<file path="config.mk">
export PLATFORM = sky130hd
export DESIGN_NAME = cdll_ctrl
export DESIGN_NICKNAME = d
export VERILOG_FILES = /design/src/design/cdll_pkg.sv /design/src/design/cdll_ctrl.sv
export SDC_FILE = /design/constraint.sdc
export NUM_CORES = 1
export LEC_CHECK = 0
export BUFFER_PORTS_ARGS = -buffer_cell sky130_fd_sc_hd__clkbuf_2
export CORE_MARGIN = 2
export CORE_UTILIZATION = 35
export DETAILED_ROUTE_END_ITERATION = 6
export GPL_ROUTABILITY_DRIVEN = 0
export GPL_TIMING_DRIVEN = 0
export HOLD_SLACK_MARGIN = 0.15
export SLEW_MARGIN = 20
export SYNTH_ARGS = -nofsm -noshare
export SYNTH_HDL_FRONTEND = slang
export SYNTH_SLANG_ARGS = --single-unit
</file>
<file path="constraint.sdc">
create_clock -name clock -period 1.6 [get_ports clock]
set_input_delay 0.16 -clock clock [delete_from_list [all_inputs] [get_ports clock]]
set_output_delay 0.16 -clock clock [all_outputs]
set_load 0.05 [all_outputs]
</file>
<file path="src/design/cdll_pkg.sv">
// Shared types, codes and layout constants for the cursor linked list unit.
package cdll_pkg;

   localparam int DEF_CAPACITY  = 256;
   localparam int DEF_ITEM_BITS = 32;

   localparam int CMD_W        = 4;
   localparam int ITEM_FIELD_W = 32;
   localparam int STATUS_W     = 3;

   // response tdata layout, lowest bit up
   localparam int RV_LSB   = 0;
   localparam int STS_LSB  = 32;
   localparam int AF_BIT   = 35;
   localparam int AL_BIT   = 36;
   localparam int EMP_BIT  = 37;
   localparam int CNT_LSB  = 38;

   localparam logic [CMD_W-1:0] CMD_FIRST      = 4'd0;
   localparam logic [CMD_W-1:0] CMD_LAST       = 4'd1;
   localparam logic [CMD_W-1:0] CMD_FORWARD    = 4'd2;
   localparam logic [CMD_W-1:0] CMD_BACKWARD   = 4'd3;
   localparam logic [CMD_W-1:0] CMD_INS_BEFORE = 4'd4;
   localparam logic [CMD_W-1:0] CMD_INS_AFTER  = 4'd5;
   localparam logic [CMD_W-1:0] CMD_GET_BEFORE = 4'd6;
   localparam logic [CMD_W-1:0] CMD_GET_AFTER  = 4'd7;
   localparam logic [CMD_W-1:0] CMD_SET_BEFORE = 4'd8;
   localparam logic [CMD_W-1:0] CMD_SET_AFTER  = 4'd9;
   localparam logic [CMD_W-1:0] CMD_DEL_BEFORE = 4'd10;
   localparam logic [CMD_W-1:0] CMD_DEL_AFTER  = 4'd11;

   localparam logic [STATUS_W-1:0] STS_OK    = 3'd0;
   localparam logic [STATUS_W-1:0] STS_EMPTY = 3'd1;
   localparam logic [STATUS_W-1:0] STS_FIRST = 3'd2;
   localparam logic [STATUS_W-1:0] STS_LAST  = 3'd3;
   localparam logic [STATUS_W-1:0] STS_FULL  = 3'd4;

   typedef enum logic [2:0] {
      S_IDLE,
      S_EVAL,
      S_INS_LINK,
      S_DEL_LINK,
      S_POST
   } state_type;

   typedef enum logic [3:0] {
      OP_NONE,
      OP_CUR_FIRST,
      OP_CUR_LAST,
      OP_CUR_NEXT,
      OP_CUR_PREV,
      OP_FILL_CUR,
      OP_INS_NEW,
      OP_INS_LINK,
      OP_GET,
      OP_SET,
      OP_DEL_EMPTY,
      OP_DEL_READ,
      OP_DEL_LINK
   } op_type;

   typedef struct packed {
      logic                accept;
      op_type              op;
      logic                st_load;
      logic [STATUS_W-1:0] st_code;
      logic                rsp_load;
   } ctl_type;

   typedef struct packed {
      logic [CMD_W-1:0] cmd;
      logic             list_empty;
      logic             at_first;
      logic             at_last;
      logic             pool_empty;
      logic             single;
      logic             rsp_free;
   } stat_type;

endpackage

</file>
<file path="src/design/cdll_ctrl.sv">
// Command sequencer for the cursor linked list unit.
module cdll_ctrl (
   input  logic               clock,
   input  logic               reset,
   input  logic               req_tvalid,
   output logic               req_tready,
   input  cdll_pkg::stat_type stat,
   output cdll_pkg::ctl_type  ctl
);
   import cdll_pkg::*;

   state_type           state_ff, state_in;
   op_type              eval_op;
   logic [STATUS_W-1:0] eval_code;
   logic                prev_side;

   assign prev_side = ~stat.cmd[0];

   // decide what the captured request does, from the state before it
   always_comb begin
      eval_op   = OP_NONE;
      eval_code = STS_OK;
      unique case (stat.cmd)
         CMD_FIRST: eval_op = OP_CUR_FIRST;
         CMD_LAST:  eval_op = OP_CUR_LAST;
         CMD_FORWARD: begin
            if (stat.at_last) eval_code = STS_LAST;
            else              eval_op   = OP_CUR_NEXT;
         end
         CMD_BACKWARD: begin
            if (stat.at_first) eval_code = STS_FIRST;
            else               eval_op   = OP_CUR_PREV;
         end
         CMD_INS_BEFORE, CMD_INS_AFTER: begin
            priority if (stat.list_empty) eval_op   = OP_FILL_CUR;
            else if (stat.pool_empty)     eval_code = STS_FULL;
            else                          eval_op   = OP_INS_NEW;
         end
         CMD_GET_BEFORE, CMD_GET_AFTER, CMD_SET_BEFORE, CMD_SET_AFTER: begin
            priority if (stat.list_empty)          eval_code = STS_EMPTY;
            else if (prev_side && stat.at_first)   eval_code = STS_FIRST;
            else if (!prev_side && stat.at_last)   eval_code = STS_LAST;
            else if (stat.cmd == CMD_GET_BEFORE || stat.cmd == CMD_GET_AFTER)
               eval_op = OP_GET;
            else
               eval_op = OP_SET;
         end
         CMD_DEL_BEFORE, CMD_DEL_AFTER: begin
            priority if (stat.list_empty)          eval_code = STS_EMPTY;
            else if (stat.single)                  eval_op   = OP_DEL_EMPTY;
            else if (prev_side && stat.at_first)   eval_code = STS_FIRST;
            else if (!prev_side && stat.at_last)   eval_code = STS_LAST;
            else                                   eval_op   = OP_DEL_READ;
         end
         default: ;
      endcase
   end

   always_comb begin
      state_in = state_ff;
      unique case (state_ff)
         S_IDLE: begin
            if (req_tvalid) state_in = S_EVAL;
         end
         S_EVAL: begin
            priority if (eval_op == OP_INS_NEW)  state_in = S_INS_LINK;
            else if (eval_op == OP_DEL_READ)     state_in = S_DEL_LINK;
            else                                 state_in = S_POST;
         end
         S_INS_LINK: state_in = S_POST;
         S_DEL_LINK: state_in = S_POST;
         S_POST: begin
            if (stat.rsp_free) state_in = S_IDLE;
         end
         default: state_in = S_IDLE;
      endcase
   end

   always_comb begin
      req_tready   = 1'b0;
      ctl.accept   = 1'b0;
      ctl.op       = OP_NONE;
      ctl.st_load  = 1'b0;
      ctl.st_code  = STS_OK;
      ctl.rsp_load = 1'b0;
      unique case (state_ff)
         S_IDLE: begin
            // hold off requests while reset is applied
            req_tready = !reset;
            ctl.accept = req_tvalid && !reset;
         end
         S_EVAL: begin
            ctl.op      = eval_op;
            ctl.st_load = 1'b1;
            ctl.st_code = eval_code;
         end
         S_INS_LINK: ctl.op = OP_INS_LINK;
         S_DEL_LINK: ctl.op = OP_DEL_LINK;
         S_POST:     ctl.rsp_load = stat.rsp_free;
         default: ;
      endcase
   end

   always_ff @(posedge clock) begin
      if (reset) begin
         state_ff <= S_IDLE;
      end else begin
         state_ff <= state_in;
      end
   end

endmodule

</file>
# Word-level counts from Yosys, hierarchy flattened
# Index checks and enable logic that the tools add are counted.
[classes]
n_eq_ne = 19
muxes = 33
bitwise = 1
reduce_logical = 12
[ops]
columns = ["operator", "n"]
rows = [
  ["3-bit two-way mux", 13],
  ["4-bit two-way mux", 8],
  ["4-bit case mux with 7 select lines", 1],
  ["4-bit by 3-bit equality test with 1-bit output (second input constant)", 5],
  ["4-bit equality test (second input constant)", 5],
  ["3-bit case mux with 5 select lines", 1],
  ["3-bit case mux with 4 select lines", 1],
  ["4-bit case mux with 3 select lines", 1],
  ["4-bit by 2-bit equality test with 1-bit output (second input constant)", 2],
  ["2-bit two-way mux", 4],
  ["3-bit by 2-bit equality test with 1-bit output (second input constant)", 2],
  ["2-bit OR reduction", 3],
  ["4-bit by 1-bit equality test with 1-bit output (second input constant)", 1],
  ["4-bit logical NOT", 1],
  ["1-bit two-way mux", 4],
  ["2-bit inequality test (second input constant)", 2],
  ["4-bit OR reduction", 1],
  ["3-bit by 1-bit equality test with 1-bit output (second input constant)", 1],
  ["3-bit equality test (second input constant)", 1],
  ["1-bit logical AND", 3],
  ["3-bit logical NOT", 1],
  ["2-bit AND reduction", 1],
  ["1-bit logical NOT", 1],
  ["1-bit logical OR", 1],
  ["1-bit NOT", 1],
]
[totals]
reg_bits = 3
in_bits = 13
output_inout_bits = 11
wordCells = 66

# Longest topological paths before layout
[depth]
depth_word = 11
depth_mapped = 6

# Worst setup path before layout
# OpenSTA, ideal clock, no wires.
[synth_timing]
path_kind = "reg2out"
start = "reg state_ff[2]"
end = "out ctl[9] in the netlist's numbering"
t_arrival_ps = 2633
required_time_ps = 1440
path_slack_ps = -1193
path_stages_with_launch = 5
path_cell_list = "dfxtp_1 -> buf_2 -> nor4_1 -> nand2_1 -> inv_1"
[synth_lines]
columns = ["element", "line", "source"]
rows = [
  ["from (decl)", "cdll_ctrl.sv:12", "state_type state_ff, state_in;"],
  ["from (signal assigned)", "cdll_ctrl.sv:108", "state_ff <= state_in;"],
  ["to (decl)", "cdll_ctrl.sv:8", "output cdll_pkg::ctl_type ctl"],
]

==> flow_summary.yaml <==
critical_path:
  arrival_ns: 1.58
  cp-start-kind: "register"
  worstPathMaxFanout: 4
  critPathRequiredTime_ns: 1.44
  critPathCaptureType: "output pin"
  path_class: "register to output pin"
cts:
  cts-root-buf: "clkbuf_4"
  cts_buffer_depth: 2
  cts_htree_levels: 1
  cts.clk_slew.worst_paths_ns: 0.04
  clkLatencyLatePin_ns: 0.23
  cts_buffers: 3
  cts_tree: "built"
  cts_sinks: 3
timing:
  period_minus_slack_ns: 1.74
  hold_violations: 0
  skew_ns: 0.00156
  rsz0062_at_grt: "yes"
  finalSetupTns_ns: -0.278
  setup_viol: 3
  slew_headroom: 0.774
  period_share: 1.09
  max_slew.worst_pin.slew_ns: 0.335
  fmax_mhz: 574
  hold_slack_ns: 0.210
  report.final.slew_viol_count: 0
  layout_setup_ws_ns: -0.141
floorplan:
  die_h_um: 42.0
  start_util: 0.383
  ios: 24
  core_area_sq_um: 1320
  rows: 13
  fp.dieW_um: 42.0
  dieArea_sq_um: 1760
grt:
  grt_max_degree: 11
  grt_overflow: 0
  grt_pass1_wl_um: 2890
  grt_util_all_layers: 0.204
  antenna_found_initial: 0
  grt_pass1_vias: 663
pwr:
  p_clk_frac: 0.317
  switchingPower_mw: 0.172
  internal_power_mw: 0.262
  p_sw_frac: 0.396
  power_frac_comb: 0.496
  p_total_mw: 0.435
  peakVddDrop_uv: 202
  power.density_nw_per_um2: 482
  p_leak_nw: 0.405
  pwr-share-seq: 0.186
synthesis:
  ys_async_sr_fraction: 0
  netlist_instances: 77
  ys_warn_count: 0
  synthTopCellsByCount: "8 x nand2_1, 7 x a21oi_1, 7 x nor2_1"
  synth-edff-count: 0
  synth_cell_types: 33
  synth-seq-cells: 3
  yosysTopAreaCell: "dfxtp_1"
  yosysMostFrequentCell: "nand2_1"
  syn_area_sq_um: 504
  yosysTopAreaCellShare: 0.119
  synth_area_per_cell_sq_um: 6.55
  synth_ff_type: "dfxtp_1"
  syn_nets: 90
  yosys-top-cells-area: "dfxtp_1 12%, a21oi_1 6.9%, nand2b_1 6.2%"
  ys_seq_area_frac: 0.119
status:
  status: "finished with violations"
  violations: "setup timing"
final_layout:
  diodes: 0
  final_cell_area_sq_um: 902
  utilization: 0.685
  final_nets: 125
  reg.largest.list: "state_ff x3"
  layout-drive-gt1-share: 0.505
  largest_reg_flops: 3
  layout.cells.non_filler: 126
  top_register: "state_ff"
  syn_to_final_growth_pct: 78.9
  filler_cell_count: 111
drt:
  via_per_inst: 5.43
  ant_nets: 0
  vias: 684
  dr.pass1.iters: 4
  wire_per_inst_um: 12.6
  drt_wl_total_um: 1590
  drc: 0
  drtIter0Drc: 15
placed_design:
  dpl.hpwl_um: 1170
  postPlaceCellArea_sq_um: 704
  port_buffers: 22
  dp_cells: 114
  post-place-ws_ns: -0.163
worst_hold_path:
  hold_path_class: "input port to register"
job:
  maxCapViolations: 0
==> cells by family after synthesis <==
group / Yosys count / share of synthesized area
compound gates: 24 / 0.305
flops: 3 / 0.119
mux: 2 / 0.0422
buf+inv: 9 / 0.0918
simple gates: 39 / 0.442
==> worst max-delay path, stage by stage (launching register included) <==
cell	delay [ns]
dfxtp_4	0.36
or3b_4	0.38
o31a_1	0.25
o22ai_2	0.18
buf_8	0.17
==> layout by cell type, fill, tap and decap left out, types with 2 or more instances in the layout <==
cell type / synthesis / routed
clkbuf_2: 0 / 12
nand2_1: 8 / 8
nor2_1: 7 / 7
buf_4: 0 / 6
a21oi_1: 7 / 5
nand2b_1: 5 / 4
clkbuf_4: 0 / 4
buf_8: 0 / 4
inv_1: 5 / 3
buf_6: 1 / 3
o31a_1: 3 / 3
o21ai_0: 5 / 3
and3_1: 3 / 3
clkbuf_8: 0 / 3
buf_2: 2 / 2
a31oi_1: 2 / 2
and4bb_2: 2 / 2
nand3_1: 2 / 2
o211ai_1: 2 / 2
a21oi_2: 0 / 2
nor3_1: 3 / 2
dfxtp_4: 0 / 2
==> final cells by class <==
cell class	instances	area (sq um)	area share
inverters	6	28.8	0.0319
flip-flops and latches	3	68.8	0.0763
well taps	15	18.8	0.0208
multi-input cells	65	472	0.523
clock buffers	4	26.3	0.0291
plain buffers	2	16.3	0.0180
repair buffers	31	272	0.301
==> metal layers <==
metal / global-route usage / wire length [um] / up-vias
met5: 0 / 0 / -
met4: 0.0581 / 0 / 0
met3: 0.0174 / 70 / 0
met2: 0.350 / 786 / 17
met1: 0.269 / 735 / 318
li1: - / - / 349
==> worst paths after layout <==
| kind | from | endpoint | slack, ns | depth (start not counted) |
|---|---|---|---|---|
| hold reg to reg | state_ff[0] | state_ff[1] | 0.66 | 3 |
| setup reg to reg | state_ff[2] | state_ff[0] | 0.45 | 4 |
| hold / removal | reset | state_ff[1] | 0.21 | 2 |
| setup / recovery | state_ff[0] | ctl[6] | -0.14 | 4 |
==> power by group through the flow <==
stage	sequential (mW)	clock, mW	combinational [mW]
6_report	0.0810	0.138	0.216
5_1_grt	0.0813	0.149	0.232
4_1_cts	0.0807	0.150	0.216
3_5_place_dp	0.0852	0	0.179
3_3_place_gp	0.0854	0	0.178
2_1_floorplan	0.0841	0	0.130
==> what timing repair did <==
action | CTS | global route
resized for setup | 23 | 12
hold buffers | 1 | 0
endpoints found under the hold margin | 1 | 0
endpoints found under the setup margin | 7 | 10
pin swaps | 5 | 5
buffers inserted | 7 | 1
Power figures use the tool's default switching activity.
